<file path="config.mk">
export PLATFORM = sky130hd
export DESIGN_NAME = dws_ctrl
export DESIGN_NICKNAME = d
export VERILOG_FILES = /design/src/rtl/dws_pkg.sv /design/src/rtl/dws_ctrl.sv
export SDC_FILE = /design/constraint.sdc
export NUM_CORES = 1
export LEC_CHECK = 0
export ABC_AREA = 1
export BUFFER_PORTS_ARGS = -buffer_cell sky130_fd_sc_hd__buf_2
export CAP_MARGIN = 20
export CORE_AREA = 2 2 39 41
export DETAILED_ROUTE_END_ITERATION = 8
export DIE_AREA = 0 0 41 43
export PLACE_DENSITY = 0.55
export SLEW_MARGIN = 10
export SYNTH_ARGS = -nofsm -noshare
export SYNTH_HDL_FRONTEND = slang
export SYNTH_SLANG_ARGS = --single-unit
</file>
<file path="constraint.sdc">
create_clock -name clk -period 2.3 [get_ports clk]
set_clock_uncertainty 0.1 [all_clocks]
set_input_delay 0.345 -clock clk [delete_from_list [all_inputs] [get_ports clk]]
set_output_delay 0.345 -clock clk [all_outputs]
set_load 0.005 [all_outputs]
</file>
<file path="src/rtl/dws_pkg.sv">
`default_nettype none

package dws_pkg;

  localparam int HEIGHT_BITS_DEF = 16;

  // pipeline depth, input register to output register
  localparam int NUM_STAGES = 9;

  // stencil coefficients for 1.99 and 0.99, 16 fraction bits
  localparam int COEF_CENTRE = 130417;
  localparam int COEF_PRIOR  = 64881;

  localparam int SCALE_FULL  = 255;

  // rounding of the stencil sum from 28 to 12 fraction bits
  localparam int STEP_SHIFT  = 16;
  localparam int HALF_STEP   = 32768;

  // next height divides by 255 * 2^15, slopes by 255 * 2^9
  localparam int NEXT_SHIFT  = 15;
  localparam int NEXT_BIAS   = SCALE_FULL * (1 << 14);
  localparam int SLOPE_SHIFT = 9;
  localparam int SLOPE_BIAS  = SCALE_FULL * (1 << 8);

  localparam int CFG_ADDR_W  = 4;
  localparam int CFG_DATA_W  = 32;

  localparam logic [15:0] WAVE_SCALE_RST    = 16'd16384;
  localparam logic [15:0] DAMPING_SCALE_RST = 16'd32768;
  localparam logic [15:0] INV_SPACING_RST   = 16'd256;

  typedef enum logic [1:0] {
    REG_WAVE_SCALE    = 2'd0,
    REG_DAMPING_SCALE = 2'd1,
    REG_INV_SPACING   = 2'd2
  } reg_idx_t;

  typedef struct packed {
    logic [15:0] wave_scale;
    logic [15:0] damping_scale;
    logic [15:0] inv_spacing;
  } cfg_regs_t;

  typedef logic [NUM_STAGES-1:0] stage_en_t;

endpackage

`default_nettype wire

</file>
<file path="src/rtl/dws_ctrl.sv">
`default_nettype none

module dws_ctrl import dws_pkg::*; (
  input  wire logic      clk,
  input  wire logic      rst_n,
  input  wire logic      in_valid,
  input  wire logic      out_ready,
  output logic           in_ready,
  output logic           out_valid,
  output stage_en_t      en
);

  stage_en_t v_r;
  stage_en_t v_nxt;

  // a stage loads when it is empty or its content moves on
  always_comb begin
    en[NUM_STAGES-1] = !v_r[NUM_STAGES-1] || out_ready;
    for (int k = NUM_STAGES - 2; k >= 0; k--) begin
      en[k] = !v_r[k] || en[k+1];
    end
  end

  always_comb begin
    v_nxt = v_r;
    if (en[0]) begin
      v_nxt[0] = in_valid;
    end
    for (int k = 1; k < NUM_STAGES; k++) begin
      if (en[k]) begin
        v_nxt[k] = v_r[k-1];
      end
    end
  end

  always_ff @(posedge clk) begin
    if (!rst_n) begin
      v_r <= '0;
    end else begin
      v_r <= v_nxt;
    end
  end

  assign in_ready  = en[0];
  assign out_valid = v_r[NUM_STAGES-1];

endmodule

`default_nettype wire

</file>
== Yosys cells after proc, flatten, opt, wreduce, memory -nomap -nowiden ==
Index checks and enable logic that the tools add are counted.

* Output and inout port bits: 11
* Flip-flop bits (word level): 9
* Logic and storage cells: 27

* Reduce and logical (&&, ||, !) cells: 18

{| class="wikitable"
|+ Operator list
! cell !! count
|-
| zero test 1 bit || 9
|-
| logical OR 1 bit || 9
|}

== Longest topological paths before layout ==
* Word-level depth: 10
* Depth in mapped cells: 7
* Gate-level depth less buffers: 7

== Worst setup path after synthesis ==
No wires, ideal clock.

* Path type: input -> output
* From: input out_ready
* To: output en[0]
* Path slack: 0.737 ns
* Arrival time: 1.118 ns
* Required time: 1.855 ns
* Stages on the path: 7
* Cell sequence: inv_1 -> nand3_2 -> nor2_4 -> nand4_4 -> nor2_4 -> nand3_2 -> buf_4

* Word-level cells in the longest chain between the ends: 9

{| class="wikitable"
|+ RTL lines
! what !! RTL line !! source
|-
| from (decl) || dws_ctrl.sv:7 || <nowiki>input wire logic out_ready,</nowiki>
|-
| logical OR 1 bit || dws_ctrl.sv:18 || <nowiki>en[NUM_STAGES-1] = !v_r[NUM_STAGES-1] || out_ready;</nowiki>
|-
| logical OR 1 bit || dws_ctrl.sv:20 || <nowiki>en[k] = !v_r[k] || en[k+1];</nowiki>
|-
| net en[7] || dws_ctrl.sv:10 || <nowiki>output stage_en_t en</nowiki>
|-
| logical OR 1 bit (4 in series) || dws_ctrl.sv:20 ||
|-
| net en[3] || dws_ctrl.sv:10 ||
|-
| logical OR 1 bit (3 in series) || dws_ctrl.sv:20 ||
|-
| to (decl) || dws_ctrl.sv:10 ||
|}

The timed path passes the listed nets, and every way through them passes these cells.

== Final worst setup path ==
* From: register v_r[8]
* To: output en[0]

* Word-level cells in the longest chain between the ends: 10

{| class="wikitable"
|+ RTL lines
! what !! RTL line !! source
|-
| from (decl) || dws_ctrl.sv:13 || <nowiki>stage_en_t v_r;</nowiki>
|-
| from (signal assigned) || dws_ctrl.sv:40 || <nowiki>v_r <= v_nxt;</nowiki>
|-
| zero test 1 bit || dws_ctrl.sv:18 ||
|-
| logical OR 1 bit || dws_ctrl.sv:18 ||
|-
| logical OR 1 bit (8 in series) || dws_ctrl.sv:20 ||
|}

No other way between the ends.

==> impl_results.md <==
- Largest cells by area after synthesis: dfxtp_1 49%, inv_1 11%, a21oi_1 9.6%, nor2_4 6.2%, nand4_4 5.8%
- Min cycle time layout: 1.80 ns
- Placed insts: 70
- Post-CTS sizing: 0
- FF-to-FF End: v_r[1]
- Synth Area in XOR/XNOR: 0%
- Crit start category: register
- Die Span Y: 43 um
- GRT Util Overall: 8.37%
- Synth area leader: dfxtp_1
- Slew @ Worst Pin: 0.250 ns
- Largest registers: v_r (9)
- Max FFs per register: 9
- Unique masters post-synth: 12
- Fin nets: 63
- Highest clock rate: 555 MHz
- Top cell type's share of synthesized area: 49.5%
- DIE AREA: 1760 um^2
- Routed Antenna Nets: 0
- Synth Area in Compound Gates: 11.7%
- DRT Wirelength: 607 um
- Antenna diode count: 0
- Synthesized flop and latch total: 9
- Initial DRT Pass Iterations: 4
- Relative slew slack: 83.3%
- Mux share of post-synthesis cell area: 0%
- Combinational family with the most area after synthesis: simple AND/OR/NAND/NOR gates
- Syn avg cell area: 8.88 um^2
- R2R Setup Slk: 1.03 ns
- Final hold violations: 0
- CTS tree: yes
- CP startpoint: v_r[8]
- Detailed Place HPWL: 486 um
- Crit. End Element: output pin
- Die X: 41 um
- Synthesized Nets: 45
- Synth warnings: 0
- Setup CP Type: register to output pin
- Biggest register: v_r
- Setup TNS: 0 ns
- Worst EP required: 1.86 ns
- DR vias: 296
- Root Buffer: clkbuf_4
- Hold_ws: 0.202 ns
- IO buf count: 14
- R2R Path Start: v_r[8]
- Final core utilization: 34.2%
- CORE AREA: 1380 um^2
- Cell area power density: 612 nW/um^2
- Sequential share of the synthesized area: 49.5%
- CTS sink cnt: 9
- CP endpoint: en[0]
- Total grt overflow: 0
- RSZ-0062 raised after global routing: false
- CP Max Fanout: 4
- Post-DR wirelength/cell: 8.20 um
- Largest net degree at the start of global routing: 9
- Clock slew at reported path FFs: 0.06 ns
- Placed Area: 447 um^2
- Max Cap Viol: 0
- Detailed Route Iter0 Violations: 3
- Min-delay worst type: input pin to register
- DR vias/cell: 4.00
- Finished Layout Cells: 74
- Gp weighted congestion: 0.666
- M2 GR Usage: 11.6%
- H-tree depth: 1
- # IOs: 15
- DRC Markers: 0
- Syn Inst Count: 41
- Post-synthesis cell area: 364 um^2
- Leakage: 0.184 nW
- TritonCTS Buffers: 3
- Tot Pwr: 0.289 mW
- Worst-Skew Late Latency: 0.25 ns
- R2R depth: 6
- Share of layout cells above drive strength 1: 41.4%
- Site Rows: 14
- Vias in the first global route: 248
- Crit path setup slack, layout: 0.498 ns
- CTS Hold Buffers Added: 0
- Setup-failing EPs final: 0
- Adder-Cell Fraction of Synth Area: 0%
- Gr busiest metal: met2
- Crit path DAT: 1.36 ns
- Cell area after layout: 473 um^2
- Met1 usage: 8.14%
- CTS max path bufs: 2
- First-pass GRT wire length: 897 um
- Status: finished clean
- Post CTS Setup Buffer Count: 0
- Area share of and/or/nand/nor cells after synthesis: 24.4%
- Starting Density: 26.3%
- Antenna violations before repair: 0
- Maximum vdd drop: 0.229 mV
- M3 GR Usage: 3.14%
- Max Slew Vio Count: 0
- Place WS: 0.619 ns
- Layout area overhead: 29.9%
- Period utilization: 78.3%
==> final cells by class <==
cell class | count | area, um^2
fillers | 157 | 911
well taps | 16 | 20.0
multi-input cells | 19 | 131
repair buffers | 14 | 70.1
inverters | 12 | 45.0
flip-flops and latches | 9 | 180
clock buffers | 4 | 26.3
==> worst min path at each step <==
stage,startpoint,end,cells after the start
after CTS,rst_n,v_r[2],2
after global routing,rst_n,v_r[2],2
after floorplan,v_r[0],v_r[1],2
after detailed placement,v_r[7],v_r[8],2
final,rst_n,v_r[2],2
after global placement,v_r[7],v_r[8],2
==> cell families (layout without fill, tap and decap cells) <==
group,after synthesis,after routing
buf+inv,13,30
simple gates,11,11
flops,9,9
compound gates,8,8
==> power by group <==
group          internal [mW]  switching, mW
clock                 0.0667         0.0533
combinational        0.00362        0.00516
sequential             0.159        0.00201
total                  0.229         0.0605
==> critical path, cell delays in order (launching register included) <==
cell and delay, ns:
dfxtp_1 0.36, nand3_2 0.12, nor2_4 0.14, nand4_4 0.11, nor2_4 0.14, nand3_2 0.09
buf_2 0.13
==> synthesized netlist by cell type <==
master	instances
nand3_2	2
dfxtp_1	9
nand4_4	1
inv_1	11
o21a_1	1
inv_2	1
nor2_2	1
a21oi_1	7
buf_4	1
nor2_4	2
nand2_1	3
nor2_1	2
==> cells in the final DEF, fill, tap and decap left out, drive strengths merged <==
| cell | count |
|---|---|
| buf | 14 |
| a21oi | 7 |
| nand4 | 1 |
| nand2 | 3 |
| nand3 | 2 |
| nor2 | 5 |
| o21a | 1 |
| inv | 12 |
| clkbuf | 4 |
| dfxtp | 9 |
==> metal layers <==
metal  vias to the layer above  wire length (um)  share of wire, %
li1                        155                 -                 -
met1                       130               261                43
met2                        11               319                53
met3                         0                27               4.4
met4                         0                 0                 0
met5                         -                 0                 0
No activity file was read; power rests on OpenSTA's default activity.
