`config.mk`:
```
export PLATFORM = sky130hd
export DESIGN_NAME = dws_slope
export DESIGN_NICKNAME = d
export VERILOG_FILES = /design/src/rtl/dws_pkg.sv /design/src/rtl/dws_qsat.sv /design/src/rtl/dws_slope.sv
export SDC_FILE = /design/constraint.sdc
export NUM_CORES = 1
export LEC_CHECK = 0
export BUFFER_PORTS_ARGS = -buffer_cell sky130_fd_sc_hd__buf_2
export CAP_MARGIN = 20
export CORE_UTILIZATION = 30
export DETAILED_ROUTE_END_ITERATION = 7
export RECOVER_POWER = 50
export SLEW_MARGIN = 30
export SYNTH_ARGS = -nofsm -noshare
export SYNTH_HDL_FRONTEND = slang
export SYNTH_HIERARCHICAL = 1
export SYNTH_SLANG_ARGS = --single-unit
```
`constraint.sdc`:
```
create_clock -name clk -period 9.3 [get_ports clk]
set_clock_uncertainty 0.2 [all_clocks]
set_input_delay 0 -clock clk [delete_from_list [all_inputs] [get_ports clk]]
set_output_delay 0 -clock clk [all_outputs]
set_load 0.005 [all_outputs]
```
`src/rtl/dws_pkg.sv`:
```
`default_nettype none

package dws_pkg;

  localparam int HEIGHT_BITS_DEF = 16;

  // pipeline depth, input register to output register
  localparam int NUM_STAGES = 9;

  // stencil coefficients for 1.99 and 0.99, 16 fraction bits
  localparam int COEF_CENTRE = 130417;
  localparam int COEF_PRIOR  = 64881;

  localparam int SCALE_FULL  = 255;

  // rounding of the stencil sum from 28 to 12 fraction bits
  localparam int STEP_SHIFT  = 16;
  localparam int HALF_STEP   = 32768;

  // next height divides by 255 * 2^15, slopes by 255 * 2^9
  localparam int NEXT_SHIFT  = 15;
  localparam int NEXT_BIAS   = SCALE_FULL * (1 << 14);
  localparam int SLOPE_SHIFT = 9;
  localparam int SLOPE_BIAS  = SCALE_FULL * (1 << 8);

  localparam int CFG_ADDR_W  = 4;
  localparam int CFG_DATA_W  = 32;

  localparam logic [15:0] WAVE_SCALE_RST    = 16'd16384;
  localparam logic [15:0] DAMPING_SCALE_RST = 16'd32768;
  localparam logic [15:0] INV_SPACING_RST   = 16'd256;

  typedef enum logic [1:0] {
    REG_WAVE_SCALE    = 2'd0,
    REG_DAMPING_SCALE = 2'd1,
    REG_INV_SPACING   = 2'd2
  } reg_idx_t;

  typedef struct packed {
    logic [15:0] wave_scale;
    logic [15:0] damping_scale;
    logic [15:0] inv_spacing;
  } cfg_regs_t;

  typedef logic [NUM_STAGES-1:0] stage_en_t;

endpackage

`default_nettype wire

```
`src/rtl/dws_qsat.sv`:
```
`default_nettype none

module dws_qsat import dws_pkg::*; #(
  parameter int HB = HEIGHT_BITS_DEF,
  parameter int YW = HEIGHT_BITS_DEF + 16
) (
  input  wire logic          clk,
  input  wire logic          en,
  input  wire logic          neg,
  input  wire logic [YW-1:0] y,
  output logic signed [HB-1:0] q_r
);

  localparam int NB = (HB + 8 + 7) / 8;
  localparam int PW = NB * 8;
  localparam logic [HB:0] LIM = (HB+1)'(1) << (HB - 1);
  localparam logic [8:0]  FULL9 = 9'(SCALE_FULL);

  logic                 over;
  logic [PW-1:0]        pad;
  logic [PW-1:0]        quo;
  logic [7:0]           rem;
  logic [8:0]           t;
  logic [HB:0]          q_mag;
  logic signed [HB-1:0] q_nxt;

  // divide by 255 one byte at a time: 256*r + b = 255*r + (r + b)
  always_comb begin
    over = |y[YW-1:HB+8];
    pad  = PW'(y[HB+7:0]);
    quo  = '0;
    rem  = '0;
    t    = '0;
    for (int i = NB - 1; i >= 0; i--) begin
      t = {1'b0, rem} + {1'b0, pad[i*8 +: 8]};
      if (t >= FULL9) begin
        quo[i*8 +: 8] = rem + 8'd1;
        rem           = 8'(t - FULL9);
      end else begin
        quo[i*8 +: 8] = rem;
        rem           = t[7:0];
      end
    end
    q_mag = quo[HB:0];
  end

  always_comb begin
    if (neg) begin
      if (over || q_mag > LIM) begin
        q_nxt = {1'b1, {(HB-1){1'b0}}};
      end else begin
        q_nxt = HB'((HB+1)'(0) - q_mag);
      end
    end else begin
      if (over || q_mag >= LIM) begin
        q_nxt = {1'b0, {(HB-1){1'b1}}};
      end else begin
        q_nxt = HB'(q_mag);
      end
    end
  end

  always_ff @(posedge clk) begin
    if (en) begin
      q_r <= q_nxt;
    end
  end

endmodule

`default_nettype wire

```
`src/rtl/dws_slope.sv`:
```
`default_nettype none

module dws_slope import dws_pkg::*; #(
  parameter int HB = HEIGHT_BITS_DEF
) (
  input  wire logic                 clk,
  input  wire stage_en_t            en,
  input  wire cfg_regs_t            cfg,
  input  wire logic signed [HB-1:0] a,
  input  wire logic signed [HB-1:0] b,
  input  wire logic [7:0]           s,
  output logic signed [HB-1:0]      q
);

  localparam int YW = HB + 16;

  logic signed [HB:0]   d0_r;
  logic [7:0]           s0_r, s1_r, s2_r;
  logic                 neg1_r, neg2_r, neg3_r, neg4_r;
  logic [HB-1:0]        mag1_r;
  logic [HB+15:0]       m2_r, m2_nxt;
  logic [HB+23:0]       m3_r, m3_nxt;
  logic [YW-1:0]        y4_r, y4_nxt;
  logic signed [HB-1:0] q5;
  logic signed [HB-1:0] q6_r, q7_r, q8_r;

  assign m2_nxt = mag1_r * cfg.inv_spacing;
  assign m3_nxt = m2_r * s2_r;
  assign y4_nxt = YW'(((HB+25)'(m3_r) + (HB+25)'(SLOPE_BIAS)) >> SLOPE_SHIFT);

  always_ff @(posedge clk) begin
    if (en[0]) begin
      d0_r <= (HB+1)'(b) - (HB+1)'(a);
      s0_r <= s;
    end
    if (en[1]) begin
      neg1_r <= d0_r[HB];
      mag1_r <= HB'(d0_r[HB] ? -d0_r : d0_r);
      s1_r   <= s0_r;
    end
    if (en[2]) begin
      m2_r   <= m2_nxt;
      neg2_r <= neg1_r;
      s2_r   <= s1_r;
    end
    if (en[3]) begin
      m3_r   <= m3_nxt;
      neg3_r <= neg2_r;
    end
    if (en[4]) begin
      y4_r   <= y4_nxt;
      neg4_r <= neg3_r;
    end
    if (en[6]) begin
      q6_r <= q5;
    end
    if (en[7]) begin
      q7_r <= q6_r;
    end
    if (en[8]) begin
      q8_r <= q7_r;
    end
  end

  dws_qsat #(.HB(HB), .YW(YW)) u_qsat (
    .clk (clk),
    .en  (en[5]),
    .neg (neg4_r),
    .y   (y4_r),
    .q_r (q5)
  );

  assign q = q8_r;

endmodule

`default_nettype wire

```
Word level (Yosys, flattened, before mapping)
Index checks and enable logic that the tools add are counted.
- register bits after elaboration: 229
- output and inout port bits: 16
- muxes and demuxes: 9
- multipliers: 2
- add/subtract/negate cells: 10
- reduce and logical (&&, ||, !) cells: 3
- order comparisons: 5
- operator list (kind ; number):
    16-bit 2-to-1 mux ; 4
    40-bit by 16-bit adder with 41-bit output (second input constant) ; 1
    32-bit by 8-bit multiplier with 40-bit output ; 1
    16-bit by 16-bit multiplier with 32-bit output ; 1
    8-bit 2-to-1 mux ; 4
    8-bit by 8-bit adder with 9-bit output ; 2
    9-bit by 8-bit greater-or-equal comparator with 1-bit output (second input constant) ; 2
    17-bit by 16-bit greater-or-equal comparator with 1-bit output (second input constant) ; 1
    17-bit by 16-bit > comparator with 1-bit output (second input constant) ; 1
    16-bit by 16-bit subtractor with 17-bit output ; 1
    8-bit by 1-bit adder with 8-bit output (second input constant) ; 2
    16-bit negator ; 1
    1-bit by 16-bit subtractor with 16-bit output (first input constant) ; 1
    8-bit subtractor (second input constant) ; 2
    8-bit greater-or-equal comparator (second input constant) ; 1
    8-bit OR reduction ; 1
    1-bit logical OR ; 2
    1-bit 2-to-1 mux ; 1

Depth between registers and ports, before layout
- depth in word-level cells: 12
- gate-level depth with buffers: 31

Hierarchy
Netlist, hierarchy kept.
- modules (own cells, without submodules) (module ; cells each ; area each (um^2) ; instances ; seq. area each (um^2)):
    dws_slope ; 2395 ; 24203.2 ; 1 ; 6155.9
    dws_qsat ; 346 ; 2861.5 ; 1 ; 480.5

Least setup slack after synthesis
Ideal clock, no wire load.
- kind: register -> register
- start: reg y4_r[16]
- end: reg u_qsat.q_r[2] (data pin)
- cell stages (with the launch flop): 32
- slack: 1.384 ns
- data arrival time: 7.546 ns
- data required time: 8.930 ns
- path through: edfxtp_1 -> ha_1 -> nand4_1 -> clkbuf_1 -> xor2_1 -> inv_1 -> ha_1 -> fa_1 -> and3_4 -> or4b_1 -> nand3_1 -> nor4_4 -> a21oi_2 -> clkbuf_1 -> xnor2_1 -> ha_1 -> fa_1 -> and3_1 -> a211oi_1 -> xor2_1 -> nor4b_2 -> a311o_1 -> nand2_1 -> mux2i_1 -> ha_1 -> inv_1 -> nor3_1 -> a32oi_1 -> or4b_4 -> o211a_1 -> buf_6 -> a311oi_2
- cells in the longest elaborated chain, start to end: 12
- elaborated cells on any way between the ends: 22
- those cells by class: add/sub: 7; order compare: 5; mux: 8; reduce/logical: 2
- ends and longest elaborated chain (element ; line ; text):
    start, declared ; dws_slope.sv:23 ; logic [YW-1:0] y4_r, y4_nxt;
    start signal, assigned ; dws_slope.sv:51 ; y4_r <= y4_nxt;
    8-bit subtractor / 8-bit greater-or-equal comparator (equally long branches) ; dws_qsat.sv:38, dws_qsat.sv:36 ;
    8-bit 2-to-1 mux ; dws_qsat.sv:36 ; if (t >= FULL9) begin
    8-bit by 8-bit adder with 9-bit output ; dws_qsat.sv:35 ; t = {1'b0, rem} + {1'b0, pad[i*8 +: 8]};
    8-bit subtractor / 9-bit by 8-bit greater-or-equal comparator with 1-bit output (equally long branches) ; dws_qsat.sv:38, dws_qsat.sv:36 ;
    8-bit 2-to-1 mux ; dws_qsat.sv:36 ;
    8-bit by 8-bit adder with 9-bit output ; dws_qsat.sv:35 ;
    9-bit by 8-bit greater-or-equal comparator with 1-bit output ; dws_qsat.sv:36 ;
    8-bit 2-to-1 mux ; dws_qsat.sv:36 ;
    17-bit by 16-bit greater-or-equal comparator with 1-bit output / 17-bit by 16-bit > comparator with 1-bit output (equally long branches) ; dws_qsat.sv:55, dws_qsat.sv:49 ;
    1-bit logical OR (on tied branches) ; dws_qsat.sv:55, dws_qsat.sv:49 ;
    16-bit 2-to-1 mux (on tied branches) ; dws_qsat.sv:55, dws_qsat.sv:49 ;
    16-bit 2-to-1 mux * ; dws_qsat.sv:48 ; if (neg) begin
    named net u_qsat.q_nxt[2] ; dws_qsat.sv:25 ; logic signed [HB-1:0] q_nxt;
    end signal, assigned ; dws_qsat.sv:65 ; q_r <= q_nxt;
    end, declared ; dws_qsat.sv:11 ; output logic signed [HB-1:0] q_r
Mark *: on every way through the listed nets, which the timed path passes. The rest lies on a longest branch.
A chain may end at the register's enable or synchronous reset.

Final worst setup path
- start: reg y4_r[16]
- end: reg u_qsat.q_r[4] (data pin)
The elaborated chain is that of the path after synthesis.

==> impl_metrics.tcl <==
set metrics [dict create \
    n_antenna_cell 0 \
    multiInputGateArea_sq_um 18350 \
    ys_types 87 \
    port_buffers 81 \
    drt-wirelength-per-cell_um 13.93 \
    slowest_delay_ns 0.57 \
    ys_ff_latch 221 \
    firstDrtPassIters 6 \
    timing.critical_path.buf_inv 4 \
    grt_pass1_wl_mm 97.09 \
    ctsHtreeMaxLevel 1 \
    ff_latch_area_sq_um 6636 \
    synthArstFlopShare_pct 0 \
    violations "max-capacitance violations, max-slew violations" \
    tightest_slew_ns 1.708 \
    finalSetupTns_ns 0 \
    syn_to_final_growth_pct 12.10 \
    slowest_stage "or4b_4" \
    clk_pin_slew_ns 0.06 \
    hold_class "in2reg" \
    critPathTopFamily "compound AO/OA/AOI/OAI gates" \
    hold_viol 0 \
    antenna_left 0 \
    globalplace.congestion 0.8199 \
    path_max_fanout 14 \
    crit_arrival_ns 8.66 \
    maxCapViolCount 3 \
    drive_gt1_share_pct 5.868 \
    final_cell_mix "456 x inv_1, 376 x fa_1, 369 x nand2_1" \
    postLayoutCellArea_sq_um 30340 \
    cts_tree "done" \
    numCtsBuffers 26 \
    crit_type "reg2reg" \
    netlist_instances 2741 \
    die-area_sq_um 91420 \
    min_from "a[10]" \
    dieHeight_um 302.4 \
    layout.nets 3521 \
    start_kind "flop" \
    drt_iter0_drc 772 \
    ioPinCount 114 \
    syn-num-nets 3418 \
    max_freq_mhz 117.9 \
    ys_seq_area_share_pct 24.52 \
    core_sq_um 88920 \
    dp.final_hpwl_mm 44.98 \
    overflow 0 \
    worstPathRequired_ns 9.47 \
    synth.avg_cell_area_sq_um 9.874 \
    rr_startpoint "y4_r[16]" \
    status "complete, but fails checks" \
    path_common_cell "ha_1" \
    grt_start_max_net_pins 42 \
    post-route-min-period_ns 8.483 \
    finalSetupViolCount 0 \
    clk_path_buf_depth 3 \
    cp-startpoint "y4_r[16]" \
    fin_crit_sh_pct 91.21 \
    route.detailed.drc 0 \
    rsz0062_at_grt "no" \
    layout_commonest_cell "inv_1" \
    cts.sink_count 221 \
    fp.dieW_um 302.4 \
    vias 18848 \
    clk-insertion-delay-late_ns 0.55 \
    cts_root_buf "clkbuf_16" \
    wl_mm 56.10 \
    yosys_warnings 6 \
    num_rows 109 \
    synth_edf_count 221 \
    placed_cell_area_sq_um 28670 \
    antenna_found_initial 2 \
    grt_pass1_vias 20046 \
    synth_flop_cell "edfxtp_1" \
    slew_headroom_pct -13.89 \
    fillers 9041 \
    grtUsageTotal_pct 12.70 \
    via_per_inst 4.679 \
    synth_area_sq_um 27060 \
    start_util_pct 30.44 \
    setup.worst_path.end_class "flop" \
    drv_slew 68 \
]
==> worst reg2reg max path: cells and delay by family, from the launching register on <==
kind | cells | cell delay (ns)
compound gates | 8 | 2.48
simple gates | 9 | 2.46
fa+ha+maj | 5 | 1.53
xor+xnor | 3 | 0.67
flops | 1 | 0.50
buf+inv | 4 | 0.48
==> through the flow <==
step / util (%) / cells / hold WS [ns] / worst slack (ns)
4_1_cts: 34.13 / 4028 / 0.08754 / 0.6540
3_5_place_dp: 32.24 / 3906 / -0.01705 / 0.6871
3_3_place_gp: 32.20 / 3904 / -0.02195 / 0.8095
2_1_floorplan: - / 2741 / -0.1011 / 1.384
5_1_grt: 34.12 / 4028 / 0.1808 / 0.1620
6_report: 34.12 / 4028 / 0.1121 / 0.8175
==> state kept, by name, summed over array words and instances (netlist names) <==
| register | flops |
|---|---|
| m3_r | 32 |
| q | 16 |
| q7_r | 16 |
| neg4_r | 1 |
| d0_r | 17 |
| mag1_r | 16 |
| s0_r | 8 |
| neg2_r | 1 |
| s2_r | 8 |
| s1_r | 8 |
| neg3_r | 1 |
| m2_r | 32 |
| u_qsat/q_r | 16 |
| q6_r | 16 |
| y4_r | 32 |
| neg1_r | 1 |
==> Yosys cell counts, types with 8 or more instances <==
| master | instances | area (sq um) |
|---|---|---|
| a21oi_1 | 90 | 450.4 |
| o31ai_1 | 10 | 75.07 |
| nor3_1 | 26 | 130.1 |
| a211oi_1 | 13 | 97.59 |
| xor2_1 | 47 | 411.6 |
| nor4_1 | 12 | 75.07 |
| nand3_1 | 33 | 165.2 |
| a21o_1 | 31 | 232.7 |
| xnor2_1 | 88 | 770.7 |
| clkbuf_1 | 87 | 326.6 |
| o211ai_1 | 16 | 120.1 |
| mux2i_1 | 8 | 80.08 |
| a31oi_1 | 16 | 100.1 |
| nor2_1 | 79 | 296.5 |
| edfxtp_1 | 221 | 6636 |
| nand4_1 | 21 | 131.4 |
| inv_1 | 456 | 1712 |
| and2_1 | 247 | 1545 |
| ha_1 | 203 | 2540 |
| fa_1 | 376 | 7527 |
| o21ai_0 | 49 | 245.2 |
| nor2b_1 | 9 | 56.30 |
| o21a_1 | 15 | 112.6 |
| and3_1 | 27 | 168.9 |
| nand2_1 | 369 | 1385 |
| or3_1 | 12 | 75.07 |
| nor3b_1 | 8 | 60.06 |
| o21bai_1 | 17 | 127.6 |
| o2111ai_1 | 8 | 70.07 |
| nand2b_1 | 10 | 62.56 |
==> final cells by class <==
cell class	instances	area share [%]
Clock inverter	18	0.8825
Multi-Input combinational cell	1971	60.49
Clock buffer	29	2.182
Inverter	456	5.641
Sequential cell	221	21.87
Tap cell	1165	4.804
Timing Repair Buffer	168	4.124
==> cells by family (layout without fill, tap and decap cells) <==
| family | after synthesis | count (layout) | share of synthesized area [%] |
|---|---|---|---|
| AND/OR/NAND/NOR | 897 | 897 | 16.83 |
| adder cells (fa/ha/maj) | 579 | 579 | 37.20 |
| XOR/XNOR | 135 | 135 | 4.369 |
| flip-flops | 221 | 221 | 24.52 |
| AO/OA/AOI/OAI | 348 | 348 | 8.941 |
| multiplexers | 12 | 12 | 0.4623 |
| buffers and inverters | 549 | 671 | 7.683 |
==> final timing paths <==
kind	endpoint	depth (start not counted)	slack [ns]
worst max-delay path	u_qsat/q_r[4]	29	0.82
worst min-delay path	d0_r[12]	6	0.11
worst max register to register	u_qsat/q_r[4]	29	0.82
worst min register to register	neg4_r	0	0.22
==> metal layers <==
layer	up-vias	wire, um	GRT usage, %	share of wire (%)
li1	9156	-	-	-
met1	9288	25570	16.19	46
met2	328	27770	23.08	50
met3	72	1660	1.300	3.0
met4	4	1067	2.646	1.9
met5	-	23	0	0.041
==> repair_timing <==
item | CTS | global route
endpoints found under the hold margin | 248 | 0
hold buffers | 75 | 0
setup endpoints to repair | 0 | 4
setup buffers | 0 | 0
gates resized for setup | 0 | 2
Power is left out: the tool's default activity adds up to more than one toggle a clock period on the data nets, which glitch-free logic cannot reach.
