===== src/rtl/dws_pkg.sv =====
`default_nettype none

package dws_pkg;

  localparam int HEIGHT_BITS_DEF = 16;

  // pipeline depth, input register to output register
  localparam int NUM_STAGES = 9;

  // stencil coefficients for 1.99 and 0.99, 16 fraction bits
  localparam int COEF_CENTRE = 130417;
  localparam int COEF_PRIOR  = 64881;

  localparam int SCALE_FULL  = 255;

  // rounding of the stencil sum from 28 to 12 fraction bits
  localparam int STEP_SHIFT  = 16;
  localparam int HALF_STEP   = 32768;

  // next height divides by 255 * 2^15, slopes by 255 * 2^9
  localparam int NEXT_SHIFT  = 15;
  localparam int NEXT_BIAS   = SCALE_FULL * (1 << 14);
  localparam int SLOPE_SHIFT = 9;
  localparam int SLOPE_BIAS  = SCALE_FULL * (1 << 8);

  localparam int CFG_ADDR_W  = 4;
  localparam int CFG_DATA_W  = 32;

  localparam logic [15:0] WAVE_SCALE_RST    = 16'd16384;
  localparam logic [15:0] DAMPING_SCALE_RST = 16'd32768;
  localparam logic [15:0] INV_SPACING_RST   = 16'd256;

  typedef enum logic [1:0] {
    REG_WAVE_SCALE    = 2'd0,
    REG_DAMPING_SCALE = 2'd1,
    REG_INV_SPACING   = 2'd2
  } reg_idx_t;

  typedef struct packed {
    logic [15:0] wave_scale;
    logic [15:0] damping_scale;
    logic [15:0] inv_spacing;
  } cfg_regs_t;

  typedef logic [NUM_STAGES-1:0] stage_en_t;

endpackage

`default_nettype wire


===== src/rtl/dws_qsat.sv =====
`default_nettype none

module dws_qsat import dws_pkg::*; #(
  parameter int HB = HEIGHT_BITS_DEF,
  parameter int YW = HEIGHT_BITS_DEF + 16
) (
  input  wire logic          clk,
  input  wire logic          en,
  input  wire logic          neg,
  input  wire logic [YW-1:0] y,
  output logic signed [HB-1:0] q_r
);

  localparam int NB = (HB + 8 + 7) / 8;
  localparam int PW = NB * 8;
  localparam logic [HB:0] LIM = (HB+1)'(1) << (HB - 1);
  localparam logic [8:0]  FULL9 = 9'(SCALE_FULL);

  logic                 over;
  logic [PW-1:0]        pad;
  logic [PW-1:0]        quo;
  logic [7:0]           rem;
  logic [8:0]           t;
  logic [HB:0]          q_mag;
  logic signed [HB-1:0] q_nxt;

  // divide by 255 one byte at a time: 256*r + b = 255*r + (r + b)
  always_comb begin
    over = |y[YW-1:HB+8];
    pad  = PW'(y[HB+7:0]);
    quo  = '0;
    rem  = '0;
    t    = '0;
    for (int i = NB - 1; i >= 0; i--) begin
      t = {1'b0, rem} + {1'b0, pad[i*8 +: 8]};
      if (t >= FULL9) begin
        quo[i*8 +: 8] = rem + 8'd1;
        rem           = 8'(t - FULL9);
      end else begin
        quo[i*8 +: 8] = rem;
        rem           = t[7:0];
      end
    end
    q_mag = quo[HB:0];
  end

  always_comb begin
    if (neg) begin
      if (over || q_mag > LIM) begin
        q_nxt = {1'b1, {(HB-1){1'b0}}};
      end else begin
        q_nxt = HB'((HB+1)'(0) - q_mag);
      end
    end else begin
      if (over || q_mag >= LIM) begin
        q_nxt = {1'b0, {(HB-1){1'b1}}};
      end else begin
        q_nxt = HB'(q_mag);
      end
    end
  end

  always_ff @(posedge clk) begin
    if (en) begin
      q_r <= q_nxt;
    end
  end

endmodule

`default_nettype wire


===== src/rtl/dws_height.sv =====
`default_nettype none

module dws_height import dws_pkg::*; #(
  parameter int HB = HEIGHT_BITS_DEF
) (
  input  wire logic                 clk,
  input  wire stage_en_t            en,
  input  wire cfg_regs_t            cfg,
  input  wire logic signed [HB-1:0] c,
  input  wire logic signed [HB-1:0] l,
  input  wire logic signed [HB-1:0] r,
  input  wire logic signed [HB-1:0] u,
  input  wire logic signed [HB-1:0] d,
  input  wire logic signed [HB-1:0] p,
  input  wire logic [7:0]           s,
  output logic signed [HB-1:0]      q
);

  localparam int SW = HB + 21;
  localparam int YW = HB + 16;
  localparam logic signed [17:0] CC_S = 18'(COEF_CENTRE);
  localparam logic signed [17:0] CP_S = 18'(COEF_PRIOR);

  logic signed [HB+2:0]  lap0_r;
  logic signed [HB-1:0]  c0_r, p0_r;
  logic [7:0]            s0_r, s1_r, s2_r, s3_r, s4_r, s5_r;
  logic signed [HB+19:0] m1w_r, m1w_nxt;
  logic signed [HB+17:0] m1c_r, m1c_nxt;
  logic signed [HB+17:0] m1p_r, m1p_nxt;
  logic signed [SW-1:0]  sum2_r, sum2_nxt;
  logic                  neg3_r, neg4_r, neg5_r, neg6_r, neg7_r;
  logic [SW-1:0]         mag3_r;
  logic [HB+5:0]         mag4_r, mag4_nxt;
  logic [HB+21:0]        p5_r, p5_nxt;
  logic [HB+29:0]        p6_r, p6_nxt;
  logic [YW-1:0]         y7_r, y7_nxt;

  assign m1w_nxt  = lap0_r * $signed({1'b0, cfg.wave_scale});
  assign m1c_nxt  = c0_r * CC_S;
  assign m1p_nxt  = p0_r * CP_S;
  assign sum2_nxt = SW'(m1w_r) + SW'(m1c_r) - SW'(m1p_r);
  // round half away from zero on the magnitude
  assign mag4_nxt = (HB+6)'(((SW+1)'(mag3_r) + (SW+1)'(HALF_STEP)) >> STEP_SHIFT);
  assign p5_nxt   = mag4_r * cfg.damping_scale;
  assign p6_nxt   = p5_r * s5_r;
  assign y7_nxt   = YW'(((HB+31)'(p6_r) + (HB+31)'(NEXT_BIAS)) >> NEXT_SHIFT);

  always_ff @(posedge clk) begin
    if (en[0]) begin
      lap0_r <= (HB+3)'(l) + (HB+3)'(r) + (HB+3)'(u) + (HB+3)'(d)
              - ((HB+3)'(c) <<< 2);
      c0_r   <= c;
      p0_r   <= p;
      s0_r   <= s;
    end
    if (en[1]) begin
      m1w_r <= m1w_nxt;
      m1c_r <= m1c_nxt;
      m1p_r <= m1p_nxt;
      s1_r  <= s0_r;
    end
    if (en[2]) begin
      sum2_r <= sum2_nxt;
      s2_r   <= s1_r;
    end
    if (en[3]) begin
      neg3_r <= sum2_r[SW-1];
      mag3_r <= sum2_r[SW-1] ? SW'(-sum2_r) : SW'(sum2_r);
      s3_r   <= s2_r;
    end
    if (en[4]) begin
      mag4_r <= mag4_nxt;
      neg4_r <= neg3_r;
      s4_r   <= s3_r;
    end
    if (en[5]) begin
      p5_r   <= p5_nxt;
      neg5_r <= neg4_r;
      s5_r   <= s4_r;
    end
    if (en[6]) begin
      p6_r   <= p6_nxt;
      neg6_r <= neg5_r;
    end
    if (en[7]) begin
      y7_r   <= y7_nxt;
      neg7_r <= neg6_r;
    end
  end

  dws_qsat #(.HB(HB), .YW(YW)) u_qsat (
    .clk (clk),
    .en  (en[8]),
    .neg (neg7_r),
    .y   (y7_r),
    .q_r (q)
  );

endmodule

`default_nettype wire


===== config.mk =====
export PLATFORM = sky130hd
export DESIGN_NAME = dws_height
export DESIGN_NICKNAME = d
export VERILOG_FILES = /design/src/rtl/dws_pkg.sv /design/src/rtl/dws_qsat.sv /design/src/rtl/dws_height.sv
export SDC_FILE = /design/constraint.sdc
export NUM_CORES = 2
export LEC_CHECK = 0
export BUFFER_PORTS_ARGS = -buffer_cell sky130_fd_sc_hd__buf_4
export CORE_AREA = 4 4 332 334
export CTS_BUF_LIST = sky130_fd_sc_hd__clkbuf_16
export DETAILED_ROUTE_END_ITERATION = 12
export DIE_AREA = 0 0 336 338
export GPL_TIMING_DRIVEN = 1
export PLACE_DENSITY = 0.76
export SYNTH_ARGS = -nofsm -noshare
export SYNTH_HDL_FRONTEND = slang
export SYNTH_SLANG_ARGS = --single-unit

===== constraint.sdc =====
create_clock -name clk -period 8.8 [get_ports clk]
set_clock_uncertainty 0.05 [all_clocks]
set_input_delay 0.88 -clock clk [delete_from_list [all_inputs] [get_ports clk]]
set_output_delay 0.88 -clock clk [all_outputs]
set_load 0.1 [all_outputs]

# Yosys cells after proc, flatten, opt, wreduce, memory -nomap -nowiden
# Cells that the tools add are included.
[op_classes]
n_addsub = 16
n_lt_le_gt_ge = 5
mux = 9
n_reduce_logical = 3
mul = 5
[op_table]
columns = ["cell", "count"]
rows = [
  ["$mux W16", 3],
  ["$add A46 B22 Y47 const B", 1],
  ["$mul A38 B8 Y46", 1],
  ["$add A37 B16 Y38 const B", 1],
  ["$mul A22 B16 Y38", 1],
  ["$add A36 B34 Y37", 1],
  ["$neg A37 Y37", 1],
  ["$sub A37 B33 Y37", 1],
  ["$mul A19 B17 Y36", 1],
  ["$mux W36", 1],
  ["$mul A16 B18 Y34 const B", 1],
  ["$mul A16 B17 Y33 const B", 1],
  ["$mux W8", 4],
  ["$add A18 B16 Y19", 1],
  ["$sub A19 B18 Y19", 1],
  ["$add A17 B16 Y18", 1],
  ["$add A8 B8 Y9", 2],
  ["$ge A9 B8 Y1 const B", 2],
  ["$add A16 B16 Y17", 1],
  ["$ge A17 B16 Y1 const B", 1],
  ["$gt A17 B16 Y1 const B", 1],
  ["$add A8 B1 Y8 const B", 2],
  ["$sub A1 B16 Y16 const A", 1],
  ["$sub A8 B8 Y8 const B", 2],
  ["other kinds (4)", 5],
]
[word_totals]
reg_bits = 435
output_inout_bits = 16
wordCells = 63
in_bits = 162

# Longest topological paths before layout
[logic_depth]
ltp_word = 12
mapped_depth = 33
ltp_nobuf = 31

# Cells and area by module
# Synthesis repeated with hierarchy kept, for this count alone.
[hier_totals]
hier_cells = 6187
area_unflattened_um2 = 62039.5
[modules_own_cells]
columns = ["mod", "seq_area_each_um2", "area_each_um2", "cells_per_inst", "instances"]
rows = [
  ["dws_height", 11711.2, 59000.3, 5803, 1],
  ["dws_qsat", 480.5, 3039.2, 384, 1],
]

# Worst setup path after synthesis
# OpenSTA, ideal clock, no wires.
[synth_path]
path_type = "register to register"
startpoint = "register y7_r[19]"
endpoint = "register u_qsat.q_r[10] (data pin)"
setup_ns = 0.159
path_buffers = 4
stages_incl_launch_ff = 31
t_required_ns = 8.591
t_arrival_ns = 7.263
path_slack_ns = 1.329
cell_sequence = "edfxtp_1 > clkbuf_1 > nand4_1 > or2_2 > clkbuf_1 > mux2i_1 > inv_1 > ha_1 > a21o_1 > a221oi_2 > o2bb2ai_1 > mux2i_1 > o21ai_0 > buf_2 > o21ai_0 > ha_1 > a211oi_1 > o21bai_1 > a41oi_1 > mux2i_1 > a31oi_1 > mux2i_1 > ha_1 > nand2_1 > o32a_1 > or3_1 > nor4b_2 > a31o_2 > buf_4 > o21ai_0 > a22oi_1"
[synth_via]
elab_chain_len = 12
[synth_rtl]
columns = ["item", "line", "rtl"]
rows = [
  ["start: declaration", "dws_height.sv:36", "logic [YW-1:0] y7_r, y7_nxt;"],
  ["start signal: assignment", "dws_height.sv:86", "y7_r <= y7_nxt;"],
  ["$sub A8 B8 Y8 or $ge A8 B8 Y1 (tied branches)", "dws_qsat.sv:38, dws_qsat.sv:36", ""],
  ["$mux W8", "dws_qsat.sv:36", "if (t >= FULL9) begin"],
  ["$add A8 B8 Y9", "dws_qsat.sv:35", "t = {1'b0, rem} + {1'b0, pad[i*8 +: 8]};"],
  ["$sub A8 B8 Y8 or $ge A9 B8 Y1 (tied branches)", "dws_qsat.sv:38, dws_qsat.sv:36", ""],
  ["$mux W8", "dws_qsat.sv:36", ""],
  ["$add A8 B8 Y9", "dws_qsat.sv:35", ""],
  ["$ge A9 B8 Y1", "dws_qsat.sv:36", ""],
  ["$mux W8", "dws_qsat.sv:36", ""],
  ["$ge A17 B16 Y1 or $gt A17 B16 Y1 (tied branches)", "dws_qsat.sv:55, dws_qsat.sv:49", ""],
  ["$logic_or A1 B1 Y1, on equally long branches", "dws_qsat.sv:55, dws_qsat.sv:49", ""],
  ["$mux W16, on equally long branches", "dws_qsat.sv:55, dws_qsat.sv:49", ""],
  ["$mux W16 (*)", "dws_qsat.sv:48", "if (neg) begin"],
  ["via u_qsat.q_nxt[10]", "dws_qsat.sv:25", "logic signed [HB-1:0] q_nxt;"],
  ["end signal: assignment", "dws_qsat.sv:65", "q_r <= q_nxt;"],
  ["end: declaration", "dws_qsat.sv:11", "output logic signed [HB-1:0] q_r"],
]
# The timed path passes the listed nets; every way through them passes the cells marked *.
# A chain may end at the register's enable or synchronous reset.

# Worst setup path in the final report
[layout_path]
startpoint = "register y7_r[16]"
endpoint = "register u_qsat.q_r[14] (data pin)"
# The elaborated chain is that of the path after synthesis.

==> flow_metrics.py <==
metrics = {
    "status": {
        "status": "finished, final reports clean",
    },
    "cells_and_area": {
        "seq_area_mm2": 0.0122,
        "multiInputGateArea_mm2": 0.0429,
        "n_fill_cell": 8635,
        "final_nets": 7986,
        "area_growth_pct": 6.86,
        "drive_above_1_share_pct": 4.99,
    },
    "critical_path": {
        "slowest_stage": "fa_1",
        "critPathArrivalTime_ns": 8.35,
        "critPathCaptureType": "flip-flop",
        "slowest_delay_ns": 0.45,
        "cpMostUsedCell": "ha_1",
        "crit_type": "reg -> reg",
        "cp_max_fo": 10,
        "cp_data_required_time_ns": 9.06,
        "startpoint_type": "flip-flop",
    },
    "die": {
        "ios": 178,
        "num_rows": 120,
        "die_h_um": 338,
        "start_util_pct": 57.0,
        "die_area_mm2": 0.114,
        "die_x_um": 336,
        "core_mm2": 0.107,
    },
    "drt": {
        "wl_mm": 132,
        "via_per_inst": 5.41,
        "drt_iter0_drc": 2285,
        "routedWlPerCell_um": 17.4,
        "drcViolationCount": 0,
        "antenna_left": 0,
        "vias": 41000,
        "firstDrtPassIters": 5,
    },
    "clocking": {
        "h-tree-depth": 2,
        "clk_pin_slew_ns": 0.06,
        "clockBufferDepth": 3,
        "cts.sinks": 406,
        "cts_tree": "done",
        "cts-root-buf": "clkbuf_16",
        "clk-insertion-delay-late_ns": 0.62,
        "cts_buffers": 48,
        "postCtsSetupBuffers": 0,
    },
    "synthesis": {
        "synth-seq-cells": 406,
        "yosysSeqAreaShare_pct": 20.0,
        "synth_nets": 7900,
        "synth_top_family_by_area": "adder cells",
        "avgSynthCellArea_um2": 10.1,
        "synth_ff_type": "edfxtp_1",
        "ys_types": 76,
        "synth_adder_area_share_pct": 48.0,
        "yosys-mux-area-fraction_pct": 0.181,
        "yosys.area.top_type_share_pct": 35.7,
        "synth_most_common_cell": "inv_1",
        "synth_compound_area_share_pct": 5.79,
        "synth_enable_flop_cells": 406,
        "synthXorXnorAreaFrac_pct": 4.08,
        "synth_area_leaders": "fa_1 (36%), edfxtp_1 (20%), ha_1 (12%)",
        "synthTopCellsByCount": "inv_1 (1421), fa_1 (1087), nand2_1 (713), ha_1 (600), edfxtp_1 (406)",
        "synth_top_area_cell": "fa_1",
        "netlist_area_mm2": 0.0609,
        "ys.warnings.count": 0,
        "synthArstFlopShare_pct": 0,
        "syn_inst": 6051,
        "synthSimpleGateAreaFrac_pct": 12.2,
    },
    "sta": {
        "rsz0062_at_grt": "no",
        "drv_slew": 0,
        "hold_viol": 0,
        "finalCritPeriodShare_pct": 91.9,
        "setup_ws_ns": 0.712,
        "period_needed_ns": 8.09,
        "fin_tns_setup_ns": 0,
        "relSlewSlack_pct": 32.4,
        "tightest_slew_ns": 1.01,
        "max_freq_mhz": 124,
        "finalSetupViolCount": 0,
    },
    "grt": {
        "grtUsageTotal_pct": 24.4,
        "grt_pass1_wl_mm": 222,
        "antenna_found_initial": 4,
        "overflow": 0,
        "grt_max_degree": 79,
        "grt_pass1_vias": 45000,
    },
    "run": {
        "cap_viol_max_count": 0,
    },
    "placed_design": {
        "place_ws_ns": 0.371,
        "io_buffers": 161,
        "place.gp.congestion": 0.942,
        "hpwlAfterDp_mm": 108,
    },
    "min_path": {
        "hp-class": "reg -> reg",
    },
}
stage by stage:
step	std cells	hold WS, ns	cell area (um2)	util (%)
6_report	7582	0.363	65100	60.9
5_1_grt	7580	0.351	65100	60.9
4_1_cts	7580	0.331	65000	60.8
3_5_place_dp	7490	0.355	63500	59.4
3_3_place_gp	7490	0.350	63500	59.4
2_1_floorplan	6051	0.350	60900	-
state kept, by name, summed over array words and instances (netlist names), 16 cells and up:
name        cells
c0_r           16
lap0_r         19
m1c_r          34
m1p_r          33
m1w_r          36
mag3_r         22
mag4_r         22
p0_r           16
p5_r           38
p6_r           32
sum2_r         37
u_qsat.q_r     16
y7_r           32
metal layers:
metal  track usage, %  part of all wire (%)
met1             29.2                    38
met2             45.1                    53
met3             2.96                   4.8
met4             9.36                   4.1
met5                0                     0
repair_timing:
action,4_1_cts,5_1_grt
resized for setup,0,11
endpoints found under the setup margin,0,15
hold buffers,0,0
cells by family (layout without fill, tap and decap cells):
kind of cell | Yosys count | count (layout)
AO/OA/AOI/OAI | 549 | 549
flip-flops | 406 | 406
AND/OR/NAND/NOR | 1546 | 1546
multiplexers | 11 | 11
buffers and inverters | 1569 | 1695
adder cells (fa/ha/maj) | 1687 | 1687
other | 0 | 2
XOR/XNOR | 283 | 283
layout by cell type (no fill, tap or decap), types with 5 or more instances in the layout:
master and count:
a211o_1 5, fa_1 1087, and2_1 383, or2_2 15, a21boi_0 10, nor2b_1 20
o31ai_1 14, a31oi_1 18, mux2i_1 9, xnor2_1 216, a22oi_1 6, nor4_1 9
o21a_1 31, clkinvlp_4 5, a211oi_1 17, clkbuf_16 48, o21bai_1 28, nor3_1 47
xor2_1 64, ha_1 600, clkinv_1 10, a31o_2 9, o211ai_1 13, inv_1 1428
nand3b_1 6, edfxtp_1 406, and3_1 43, o21ai_0 95, nand3_1 72, nor2_1 149
a21oi_1 175, nand4_1 19, clkinv_2 8, nand2_1 713, nand2b_1 30, and4_1 6
or3_1 12, buf_4 184, a21o_1 75
area by class of cell:
| cell class | instances | share of cell area (%) |
|---|---|---|
| Antenna cell | 2 | 0.00769 |
| Clock buffer | 48 | 1.85 |
| Clock inverter | 42 | 0.513 |
| Inverter | 1421 | 8.19 |
| Multi-Input combinational cell | 4076 | 65.9 |
| Sequential cell | 406 | 18.7 |
| Tap cell | 1403 | 2.70 |
| Timing Repair Buffer | 184 | 2.12 |
critical path: cells and delay by family, from the launching register on:
kind / cells / cell delay (ns)
AOI/OAI and AO/OA: 10 / 2.13
xor gates and xnor gates: 1 / 0.19
adders and majority gates: 6 / 1.74
buffers and inverters: 4 / 0.50
DFF: 1 / 0.44
muxes: 2 / 0.50
and+or+nand+nor: 9 / 2.21
final timing paths:
path	from	depth (start not counted)	end	slack [ns]
worst min register to register	s0_r[4]$_DFFE_PP_	0	s1_r[4]$_DFFE_PP_	0.36
worst max-delay path	y7_r[16]$_DFFE_PP_	32	u_qsat.q_r[14]$_DFFE_PP_	0.71
worst min-delay path	s0_r[4]$_DFFE_PP_	0	s1_r[4]$_DFFE_PP_	0.36
worst max register to register	y7_r[16]$_DFFE_PP_	32	u_qsat.q_r[14]$_DFFE_PP_	0.71
Power is left out: the tool's default activity adds up to more than one toggle a clock period on the data nets, which glitch-free logic cannot reach.
